File: src/rtl/hsl_to_rgb_converter_assert.svh
`ifndef HSL_TO_RGB_CONVERTER_ASSERT_SVH
`define HSL_TO_RGB_CONVERTER_ASSERT_SVH

// check b in the same cycle as a
`define H2R_ASSERT_NOW(label, clk_sig, rst_sig, a, b) \
	label: assert property (@(posedge clk_sig) disable iff (!(rst_sig)) (a) |-> (b)) \
		else $error("same-cycle implication failed");

// check b a fixed number of cycles after a
`define H2R_ASSERT_AFTER(label, clk_sig, rst_sig, a, n, b) \
	label: assert property (@(posedge clk_sig) disable iff (!(rst_sig)) (a) |-> ##n (b)) \
		else $error("delayed implication failed");

`endif

File: src/rtl/h2r_pkg.sv
package h2r_pkg;

	localparam int HUE_BITS    = 13;
	localparam int WEIGHT_BITS = 10;
	localparam int POS_BITS    = 11;
	localparam int SECTOR_BITS = 3;
	localparam int RAW_BITS    = 4;
	localparam int RECIP_SHIFT = 32;

	localparam logic [HUE_BITS-1:0] SECTOR_SPAN = 13'd960;
	localparam logic [HUE_BITS-1:0] PAIR_SPAN   = 13'd1920;

	// floor(2^32 / 15)
	localparam logic [RECIP_SHIFT-1:0] RECIP_15 = 32'd286331153;

	localparam logic [SECTOR_BITS-1:0] SEC_RED_YELLOW    = 3'd0;
	localparam logic [SECTOR_BITS-1:0] SEC_YELLOW_GREEN  = 3'd1;
	localparam logic [SECTOR_BITS-1:0] SEC_GREEN_CYAN    = 3'd2;
	localparam logic [SECTOR_BITS-1:0] SEC_CYAN_BLUE     = 3'd3;
	localparam logic [SECTOR_BITS-1:0] SEC_BLUE_MAGENTA  = 3'd4;
	localparam logic [SECTOR_BITS-1:0] SEC_MAGENTA_RED   = 3'd5;

endpackage

File: src/rtl/hsl_to_rgb_converter.sv
// HSL to RGB color converter.
// Input transaction: hue_sixteenths (1/16 degree), saturation and lightness
// (unsigned fractions of COMPONENT_BITS bits), accepted at a rising edge with
// start high and busy low. busy is always low: a transaction may be started
// in every cycle.
// Result transaction: red, green, blue, valid for exactly the one cycle in
// which done is high; the receiver cannot stall and needs none.
// Throughput: one color per cycle, set by the six-stage pipeline
// (stage 1 chroma terms and hue sector, stage 2 chroma multiply, stage 3
// secondary multiply, stage 4 reciprocal multiply for the divide by 960,
// stage 5 quotient correction, stage 6 sector placement, offset, saturation).
// Hue codes above 5759 wrap around the color wheel.
// Reset (arst_n low) clears the stage valid bits: transactions in flight are
// dropped and done stays low until new transactions drain through.
`include "hsl_to_rgb_converter_assert.svh"

module hsl_to_rgb_converter #(
	parameter int COMPONENT_BITS = 16
) (
	input  logic                                 clk,
	input  logic                                 arst_n,
	input  logic                                 start,
	output logic                                 busy,
	input  logic [h2r_pkg::HUE_BITS-1:0]         hue_sixteenths,
	input  logic [COMPONENT_BITS-1:0]            saturation,
	input  logic [COMPONENT_BITS-1:0]            lightness,
	output logic                                 done,
	output logic [COMPONENT_BITS-1:0]            red,
	output logic [COMPONENT_BITS-1:0]            green,
	output logic [COMPONENT_BITS-1:0]            blue
);

	import h2r_pkg::*;

	localparam int B  = COMPONENT_BITS;
	localparam int PW = B + WEIGHT_BITS;
	localparam int QW = PW - 6;
	localparam int TW = B + 2;

	localparam logic [B:0]    ONE_C  = {1'b1, {B{1'b0}}};
	localparam logic [TW-1:0] MAX_C  = {2'b00, {B{1'b1}}};

	logic             v_s1, v_s2, v_s3, v_s4, v_s5, v_s6;

	logic [B:0]       onemd_s1;
	logic [B-1:0]     sat_s1;
	logic [B:0]       light2_s1;
	logic [WEIGHT_BITS-1:0] weight_s1;
	logic [SECTOR_BITS-1:0] sector_s1;

	logic [B-1:0]     chroma_s2;
	logic [B:0]       light2_s2;
	logic [WEIGHT_BITS-1:0] weight_s2;
	logic [SECTOR_BITS-1:0] sector_s2;

	logic [PW-1:0]    prod_s3;
	logic [B-1:0]     chroma_s3;
	logic [B:0]       light2_s3;
	logic [SECTOR_BITS-1:0] sector_s3;

	logic [QW-1:0]    q_s4;
	logic [B-1:0]     est_s4;
	logic [B-1:0]     chroma_s4;
	logic [B:0]       light2_s4;
	logic [SECTOR_BITS-1:0] sector_s4;

	logic [B-1:0]     x_s5;
	logic [B-1:0]     chroma_s5;
	logic [B:0]       light2_s5;
	logic [SECTOR_BITS-1:0] sector_s5;

	logic [B-1:0]     red_s6, green_s6, blue_s6;

	logic [B:0]       light2_c, dist_c, onemd_c;
	logic [RAW_BITS-1:0] raw_c;
	logic [SECTOR_BITS-1:0] sector_c;
	logic [HUE_BITS-1:0] base_c, pos_full_c;
	logic [POS_BITS-1:0] pos_c;
	logic [WEIGHT_BITS-1:0] off_c, weight_c;
	logic [2*B:0]     chroma_full_c;
	logic [PW-1:0]    prod_c;
	logic [QW-1:0]    q_c;
	logic [QW+RECIP_SHIFT-1:0] est_full_c;
	logic [QW-1:0]    est15_c, rem_c;
	logic [B-1:0]     x_c;
	logic [B-1:0]     part_r_c, part_g_c, part_b_c;

	function automatic logic [B-1:0] finish_f(
		input logic [B:0]   light2,
		input logic [B-1:0] chroma,
		input logic [B-1:0] part
	);
		logic [TW-1:0] top;
		logic [TW-1:0] diff;
		logic [TW-1:0] half;
		top  = {1'b0, light2} + {1'b0, part, 1'b0};
		diff = top - {2'b00, chroma};
		half = {1'b0, diff[TW-1:1]};
		if (top < {2'b00, chroma}) begin
			finish_f = '0;
		end else if (half > MAX_C) begin
			finish_f = MAX_C[B-1:0];
		end else begin
			finish_f = half[B-1:0];
		end
	endfunction

	assign busy = 1'b0;

	always_comb begin
		light2_c = {lightness, 1'b0};
		dist_c   = (light2_c >= ONE_C) ? (light2_c - ONE_C) : (ONE_C - light2_c);
		onemd_c  = ONE_C - dist_c;
		raw_c    = '0;
		for (int k = 1; k <= 8; k++) begin
			if (hue_sixteenths >= HUE_BITS'(k * 960))
				raw_c = raw_c + RAW_BITS'(1);
		end
		sector_c = (raw_c >= RAW_BITS'(6)) ? SECTOR_BITS'(raw_c - RAW_BITS'(6))
			: raw_c[SECTOR_BITS-1:0];
		base_c = '0;
		for (int k = 1; k <= 4; k++) begin
			if (hue_sixteenths >= HUE_BITS'(k * 1920))
				base_c = HUE_BITS'(k * 1920);
		end
		pos_full_c = hue_sixteenths - base_c;
		pos_c      = pos_full_c[POS_BITS-1:0];
		off_c      = (pos_c >= POS_BITS'(SECTOR_SPAN))
			? WEIGHT_BITS'(pos_c - POS_BITS'(SECTOR_SPAN))
			: WEIGHT_BITS'(POS_BITS'(SECTOR_SPAN) - pos_c);
		weight_c   = WEIGHT_BITS'(SECTOR_SPAN) - off_c;
	end

	assign chroma_full_c = {{B{1'b0}}, onemd_s1} * {{(B+1){1'b0}}, sat_s1};
	assign prod_c        = {{WEIGHT_BITS{1'b0}}, chroma_s2} * {{B{1'b0}}, weight_s2};
	assign q_c           = prod_s3[PW-1:6];
	assign est_full_c    = {{RECIP_SHIFT{1'b0}}, q_c} * {{QW{1'b0}}, RECIP_15};
	assign est15_c       = {est_s4, 4'b0000} - {4'b0000, est_s4};
	assign rem_c         = q_s4 - est15_c;
	assign x_c           = (rem_c >= QW'(15)) ? (est_s4 + B'(1)) : est_s4;

	always_comb begin
		part_r_c = '0;
		part_g_c = '0;
		part_b_c = '0;
		case (sector_s5)
			SEC_RED_YELLOW: begin
				part_r_c = chroma_s5;
				part_g_c = x_s5;
			end
			SEC_YELLOW_GREEN: begin
				part_r_c = x_s5;
				part_g_c = chroma_s5;
			end
			SEC_GREEN_CYAN: begin
				part_g_c = chroma_s5;
				part_b_c = x_s5;
			end
			SEC_CYAN_BLUE: begin
				part_g_c = x_s5;
				part_b_c = chroma_s5;
			end
			SEC_BLUE_MAGENTA: begin
				part_r_c = x_s5;
				part_b_c = chroma_s5;
			end
			default: begin
				part_r_c = chroma_s5;
				part_b_c = x_s5;
			end
		endcase
	end

	always_ff @(posedge clk or negedge arst_n) begin
		if (!arst_n) begin
			v_s1 <= 1'b0;
			v_s2 <= 1'b0;
			v_s3 <= 1'b0;
			v_s4 <= 1'b0;
			v_s5 <= 1'b0;
			v_s6 <= 1'b0;
		end else begin
			v_s1 <= start;
			v_s2 <= v_s1;
			v_s3 <= v_s2;
			v_s4 <= v_s3;
			v_s5 <= v_s4;
			v_s6 <= v_s5;
		end
	end

	always_ff @(posedge clk) begin
		onemd_s1  <= onemd_c;
		sat_s1    <= saturation;
		light2_s1 <= light2_c;
		weight_s1 <= weight_c;
		sector_s1 <= sector_c;

		chroma_s2 <= chroma_full_c[B +: B];
		light2_s2 <= light2_s1;
		weight_s2 <= weight_s1;
		sector_s2 <= sector_s1;

		prod_s3   <= prod_c;
		chroma_s3 <= chroma_s2;
		light2_s3 <= light2_s2;
		sector_s3 <= sector_s2;

		q_s4      <= q_c;
		est_s4    <= est_full_c[RECIP_SHIFT +: B];
		chroma_s4 <= chroma_s3;
		light2_s4 <= light2_s3;
		sector_s4 <= sector_s3;

		x_s5      <= x_c;
		chroma_s5 <= chroma_s4;
		light2_s5 <= light2_s4;
		sector_s5 <= sector_s4;

		red_s6    <= finish_f(light2_s5, chroma_s5, part_r_c);
		green_s6  <= finish_f(light2_s5, chroma_s5, part_g_c);
		blue_s6   <= finish_f(light2_s5, chroma_s5, part_b_c);
	end

	assign done  = v_s6;
	assign red   = red_s6;
	assign green = green_s6;
	assign blue  = blue_s6;

	`H2R_ASSERT_AFTER(a_latency, clk, arst_n, start, 6, done)
	`H2R_ASSERT_AFTER(a_no_spurious, clk, arst_n, !start, 6, !done)
	`H2R_ASSERT_AFTER(a_gray, clk, arst_n, start && (saturation == '0), 6,
		(red == green) && (green == blue))
	`H2R_ASSERT_NOW(a_x_bound, clk, arst_n, v_s5, x_s5 <= chroma_s5)

endmodule
File: config.mk
export PLATFORM = sky130hd
export DESIGN_NAME = hsl_to_rgb_converter
export DESIGN_NICKNAME = d
export VERILOG_FILES = /design/src/rtl/h2r_pkg.sv /design/src/rtl/hsl_to_rgb_converter.sv
export VERILOG_INCLUDE_DIRS = /design/src /design/src/rtl
export SDC_FILE = /design/constraint.sdc
export NUM_CORES = 2
export LEC_CHECK = 0
export BUFFER_PORTS_ARGS = -buffer_cell sky130_fd_sc_hd__buf_2
export CORE_ASPECT_RATIO = 0.7
export CORE_MARGIN = 1
export CORE_UTILIZATION = 25
export DETAILED_ROUTE_END_ITERATION = 8
export GPL_TIMING_DRIVEN = 0
export PLACE_DENSITY_LB_ADDON = 0.1
export SYNTH_ARGS = -nofsm -noshare
export SYNTH_HDL_FRONTEND = slang
export SYNTH_SLANG_ARGS = --single-unit
File: constraint.sdc
create_clock -name clk -period 5.85 [get_ports clk]
set_input_delay 0.585 -clock clk [delete_from_list [all_inputs] [get_ports clk]]
set_output_delay 0.585 -clock clk [all_outputs]
set_load 0.02 [all_outputs]
-- After elaboration in Yosys (flattened, before gate mapping)
Cells that the tools add are included.
- add/subtract/negate cells: 24
- multiply operators: 3
- divide/modulo/power cells: 0
- order comparisons: 18
- eq/ne operators: 4
- shift-type cells: 0
- multiplexer cells: 22
- bitwise operators: 0
- reduce and logical (&&, ||, !) cells: 7
- operators with widths (cell ; number):
    16-bit case mux with 2 select lines ; 3
    16-bit 2-to-1 mux ; 4
    17-bit by 17-bit adder with 18-bit output ; 3
    18-bit by 16-bit < comparator with 1-bit output ; 3
    18-bit by 16-bit subtractor with 18-bit output ; 3
    13-bit >= comparator (second input constant) ; 4
    17-bit by 16-bit > comparator with 1-bit output (second input constant) ; 3
    20-bit by 29-bit multiplier with 48-bit output (second input constant) ; 1
    11-bit 2-to-1 mux ; 4
    17-bit subtractor (first input constant) ; 2
    17-bit by 16-bit multiplier with 32-bit output ; 1
    4-bit by 1-bit adder with 4-bit output (second input constant) ; 7
    4-bit 2-to-1 mux ; 7
    13-bit by 12-bit >= comparator with 1-bit output (second input constant) ; 2
    16-bit by 10-bit multiplier with 26-bit output ; 1
    20-bit by 4-bit >= comparator with 1-bit output (second input constant) ; 1
    10-bit subtractor (first input constant) ; 2
    20-bit by 16-bit subtractor with 20-bit output ; 1
    20-bit subtractor ; 1
    17-bit >= comparator (second input constant) ; 1
    17-bit 2-to-1 mux ; 1
    17-bit subtractor (second input constant) ; 1
    16-bit by 1-bit adder with 16-bit output (second input constant) ; 1
    13-bit by 10-bit >= comparator with 1-bit output (second input constant) ; 1
    14 further kinds ; 20
- register bits after elaboration: 344
- latch bits: 0
- bits in writable memories: 0
- bits in read-only memories: 0
- output and inout bits: 50
- memories: 0

-- Depth between registers and ports, before layout
- depth in word-level cells: 18
- mapped depth: 26

-- Worst setup path after synthesis
Ideal clock, no wire load.
- kind: register -> register
- start point: register sat_s1[6]
- end point: register chroma_s2[13]
- arrival time: 5.661 ns
- required time: 5.725 ns
- slack: 0.064 ns
- stages on the path, launching flop included: 23
- buffers on the path: 1
- clock period less this slack: 5.786 ns
- cell sequence: dfxtp_1 > clkbuf_1 > nand2_1 > fa_1 > inv_1 > fa_1 > inv_1 > fa_1 > fa_1 > inv_1 > fa_1 > fa_1 > ha_1 > and3_1 > a221oi_1 > o211ai_1 > nand3_1 > a21oi_1 > nor3_1 > nor2b_1 > a21o_1 > a211oi_1 > nor2_1
- longest elaborated chain between the ends: 1
- RTL lines (item ; RTL line ; RTL):
    start, declared ; hsl_to_rgb_converter.sv:46 ; logic [B-1:0] sat_s1;
    start signal, assigned ; hsl_to_rgb_converter.sv:194 ; sat_s1 <= saturation;
    17-bit by 16-bit multiplier with 32-bit output ; hsl_to_rgb_converter.sv:134 ; assign chroma_full_c = {{B{1'b0}}, onemd_s1} * {{(B+1){1'b0}}, sat_s1};
    net chroma_full_c[29] ; hsl_to_rgb_converter.sv:80 ; logic [2*B:0] chroma_full_c;
    end signal, assigned ; hsl_to_rgb_converter.sv:199 ; chroma_s2 <= chroma_full_c[B +: B];
    end, declared ; hsl_to_rgb_converter.sv:51 ; logic [B-1:0] chroma_s2;
The timed path passes the listed nets, and every way through them passes these cells.
A chain may end at the register's enable or synchronous reset.

-- Final worst setup path
- start point: register sat_s1[3]
- end point: register chroma_s2[10]
The elaborated chain is that of the path after synthesis.

==> impl_summary.txt <==
----------------------------------------------------
[Run status]
  Violations in the final reports ... setup timing
  Result of the run ... finished, violations left

[Logic synthesis]
  Number of unique standard cell types used by synthesis ... 80
  Sequential element share of the synthesized area ... 0.214
  Flop and latch count out of synthesis ... 336
  Post-Syn Nets ... 4,299
  Gate count after technology mapping ... 3,487
  EDFF count, synth ... 0
  Summed instance area of the synthesized netlist ... 0.0316 mm2
  Count of synthesis-stage warnings from yosys ... 0
  Avg Cell Area, Syn ... 9.07 um2
  Most used flip-flop cell after synthesis ... sky130_fd_sc_hd__dfxtp_1
  Async set-reset flop share out of synthesis ... 0.0179

[Placed design]
  Buffers added on ports ... 94
  GP Congestion ... 0.823
  Worst-case setup slack after placement ... -1.68 ns
  Placed Area ... 0.0342 mm2
  Dpl hpwl ... 76,800 um

[Final layout]
  Area Growth Syn to Fin ... 17.9%
  Fill cells ... 13,300
  Final instance area ... 0.0373 mm2
  Net total in the final layout ... 4,493
  Highest-count cells in the layout ignoring fill and taps ... sky130_fd_sc_hd__inv_1 (511), sky130_fd_sc_hd__ha_1 (399), sky130_fd_sc_hd__nand2_1 (385)
  Fraction of final layout cells sized beyond drive strength 1 ... 0.122
  Fraction of the core area covered by cells at the end of the flow ... 0.299
  Leading cell type in the layout, fill and taps excluded ... sky130_fd_sc_hd__inv_1

[Clock network]
  Number of H-tree levels ... 2
  CTS tree ... yes
  Maximum buffer depth of the clock tree ... 3
  Insertion delay to the later sink of the worst-skew pair ... 0.59 ns
  Register clock-pin slew on the reported worst setup and hold paths ... 0.08 ns
  Total clock sinks ... 336
  Root Buffer Master ... sky130_fd_sc_hd__clkbuf_16
  Inserted Clock Buffers ... 39

[Detailed routing]
  Router iterations before antenna repair ... 5
  Number of design rule violations left after detail routing ... 0
  Via Count ... 23,500
  Final routed wire length divided by cell count ... 17.7 um
  Post-DRT Antenna Nets ... 0
  Via density per instance ... 4.38
  Detailed Route WL ... 94,900 um
  Drt first-iter violations ... 1,308

[Hold path]
  Class of the worst hold path ... primary input to flop

[Timing]
  Least-Margin Pin Slew ... 0.871 ns
  Hold violation count in the final report ... 0
  Final worst-path setup slack ... -0.0483 ns
  Worst Hold Slack ... 0.104 ns
  Worst clock skew ... 0.0379 ns
  RSZ-0062 raised after global routing ... yes
  Achievable Freq ... 0.170 GHz
  Final setup violating endpoints ... 3
  Relative slew margins ... 0.412
  Min Clock Period, post-route ... 5.90 ns
  Share of the clock period used by the worst path ... 1.01
  Number of slew-limit violations in the final report ... 0

[Floorplanning]
  Starting utilization of the core area ... 0.254
  X dimension of the die ... 427 um
  Height of the die ... 300 um
  I/O pin count ... 98
  Floorplan die area ... 0.128 mm2
  Floorplan Core Area ... 0.125 mm2
  Number of core rows ... 108

[GRT]
  Total routing usage reported by global routing ... 0.150
  Initial antenna violation count ... 9
  Vias in the first global route ... 24,000
  Pin count of the biggest net entering global routing ... 16
  Global-route wire length before repair ... 148,000 um
  Remaining global-route overflow ... 0

[Critical path]
  Buf/Inv on CP ... 5
  Cell-by-cell listing of the critical path ... clkbuf_16 > buf_8 > and2_4 > fa_1 > inv_2 > fa_1 > fa_1 > fa_1 > fa_1 > fa_1 > inv_2 > ha_4 > a21o_1 > a21oi_2 > o21ai_2 > a21oi_4 > a21oi_4 > buf_4 > or2_4 > o21ai_1 > nor2b_2 > xnor2_1
  Master of the slowest instance on the critical path ... sky130_fd_sc_hd__fa_1
  Largest driver fanout on the critical path ... 6
  Endpoint class of the critical path ... flop
  Data arrival time at the worst-slack endpoint ... 6.35 ns
  WP data required ... 6.30 ns
  Cell mode on critical path ... sky130_fd_sc_hd__fa_1
  Kind of cell with the highest combined delay on the critical path ... adder cells
  Kind of launch point of the worst setup path ... flop
  Critical path's largest stage delay ... 0.60 ns
  Critical path type ... flop to flop

[Flow run]
  Number of violations of the max-capacitance limit ... 0

----------------------------------------------------
-- cells in the mapped netlist (all sizes together) (45+ instances only) --
master / count / share of area
nand2: 400 / 0.047
dfxtp: 330 / 0.21
inv: 522 / 0.062
and2: 190 / 0.038
a21o: 77 / 0.018
a21oi: 186 / 0.030
nand3: 45 / 0.0071
clkbuf: 80 / 0.0095
nor2: 148 / 0.018
ha: 410 / 0.16
o21ai: 111 / 0.018
nor3: 51 / 0.0081
xor2: 56 / 0.015
xnor2: 151 / 0.042
fa: 354 / 0.22
-- state kept, by name, summed over array words and instances, names as in the netlist, 10 cells and up --
| register | cells |
|---|---|
| q_s4 | 20 |
| sat_s1 | 16 |
| red | 16 |
| light2_s1 | 16 |
| weight_s2 | 10 |
| light2_s3 | 16 |
| light2_s2 | 16 |
| onemd_s1 | 15 |
| est_s4 | 16 |
| blue | 16 |
| chroma_s5 | 16 |
| chroma_s2 | 16 |
| chroma_s3 | 16 |
| weight_s1 | 10 |
| green | 16 |
| prod_s3 | 20 |
| light2_s5 | 16 |
| chroma_s4 | 16 |
| light2_s4 | 16 |
| x_s5 | 16 |
-- repair_timing --
action	CTS	global route
endpoints found under the hold margin	6	0
pin swaps	73	26
resized for setup	274	88
setup endpoints to repair	62	73
hold buffers	1	0
gates cloned	0	0
setup buffers	59	12
-- final timing paths --
check | cells after the start | start | endpoint | slack [ns]
worst max-delay path | 22 | sat_s1[3] | chroma_s2[10] | -0.05
worst min-delay path | 1 | saturation[12] | sat_s1[12] | 0.10
worst max register to register | 22 | sat_s1[3] | chroma_s2[10] | -0.05
worst min register to register | 0 | chroma_s4[7] | chroma_s5[7] | 0.29
max in group asynchronous | 2 | arst_n | done | 5.36
min in group asynchronous | 2 | arst_n | v_s1 | 0.35
-- final cells by class --
| type | count | area (um2) | area share |
|---|---|---|---|
| Sequential cell | 336 | 6880 | 0.185 |
| Buffer | 84 | 900 | 0.0241 |
| Clock buffer | 48 | 1080 | 0.0289 |
| Multi-Input combinational cell | 2534 | 23100 | 0.619 |
| Antenna cell | 4 | 10.0 | 0.000268 |
| Inverter | 522 | 1960 | 0.0525 |
| Timing Repair Buffer | 164 | 1030 | 0.0277 |
| Tap cell | 1650 | 2060 | 0.0553 |
| Clock inverter | 23 | 282 | 0.00755 |
-- routing by layer --
layer	vias to the layer above	global-route usage	wire length, um
li1	11700	-	-
met1	11400	0.250	54000
met2	358	0.200	35900
met3	70	0.0220	3900
met4	0	0.0212	1140
met5	-	0	0
-- per-stage QoR --
step	setup TNS (ns)	cells
after floorplan	0	3487
after global placement	-41.98	5231
after detailed placement	-40.12	5231
after CTS	-0.0333	5354
after global routing	-1.63	5363
final	-0.108	5365
-- cells by family after synthesis --
| logic type | count (synthesis) | share of synthesized area |
|---|---|---|
| xor+xnor | 208 | 0.0580 |
| mux | 28 | 0.00909 |
| flops | 336 | 0.214 |
| fa+ha+maj | 764 | 0.386 |
| other cells | 1 | 0.000119 |
| simple gates | 994 | 0.152 |
| buf+inv | 617 | 0.0739 |
| compound gates | 539 | 0.108 |
Power is left out: the tool's default activity adds up to more than one toggle a clock period on the data nets, which glitch-free logic cannot reach.
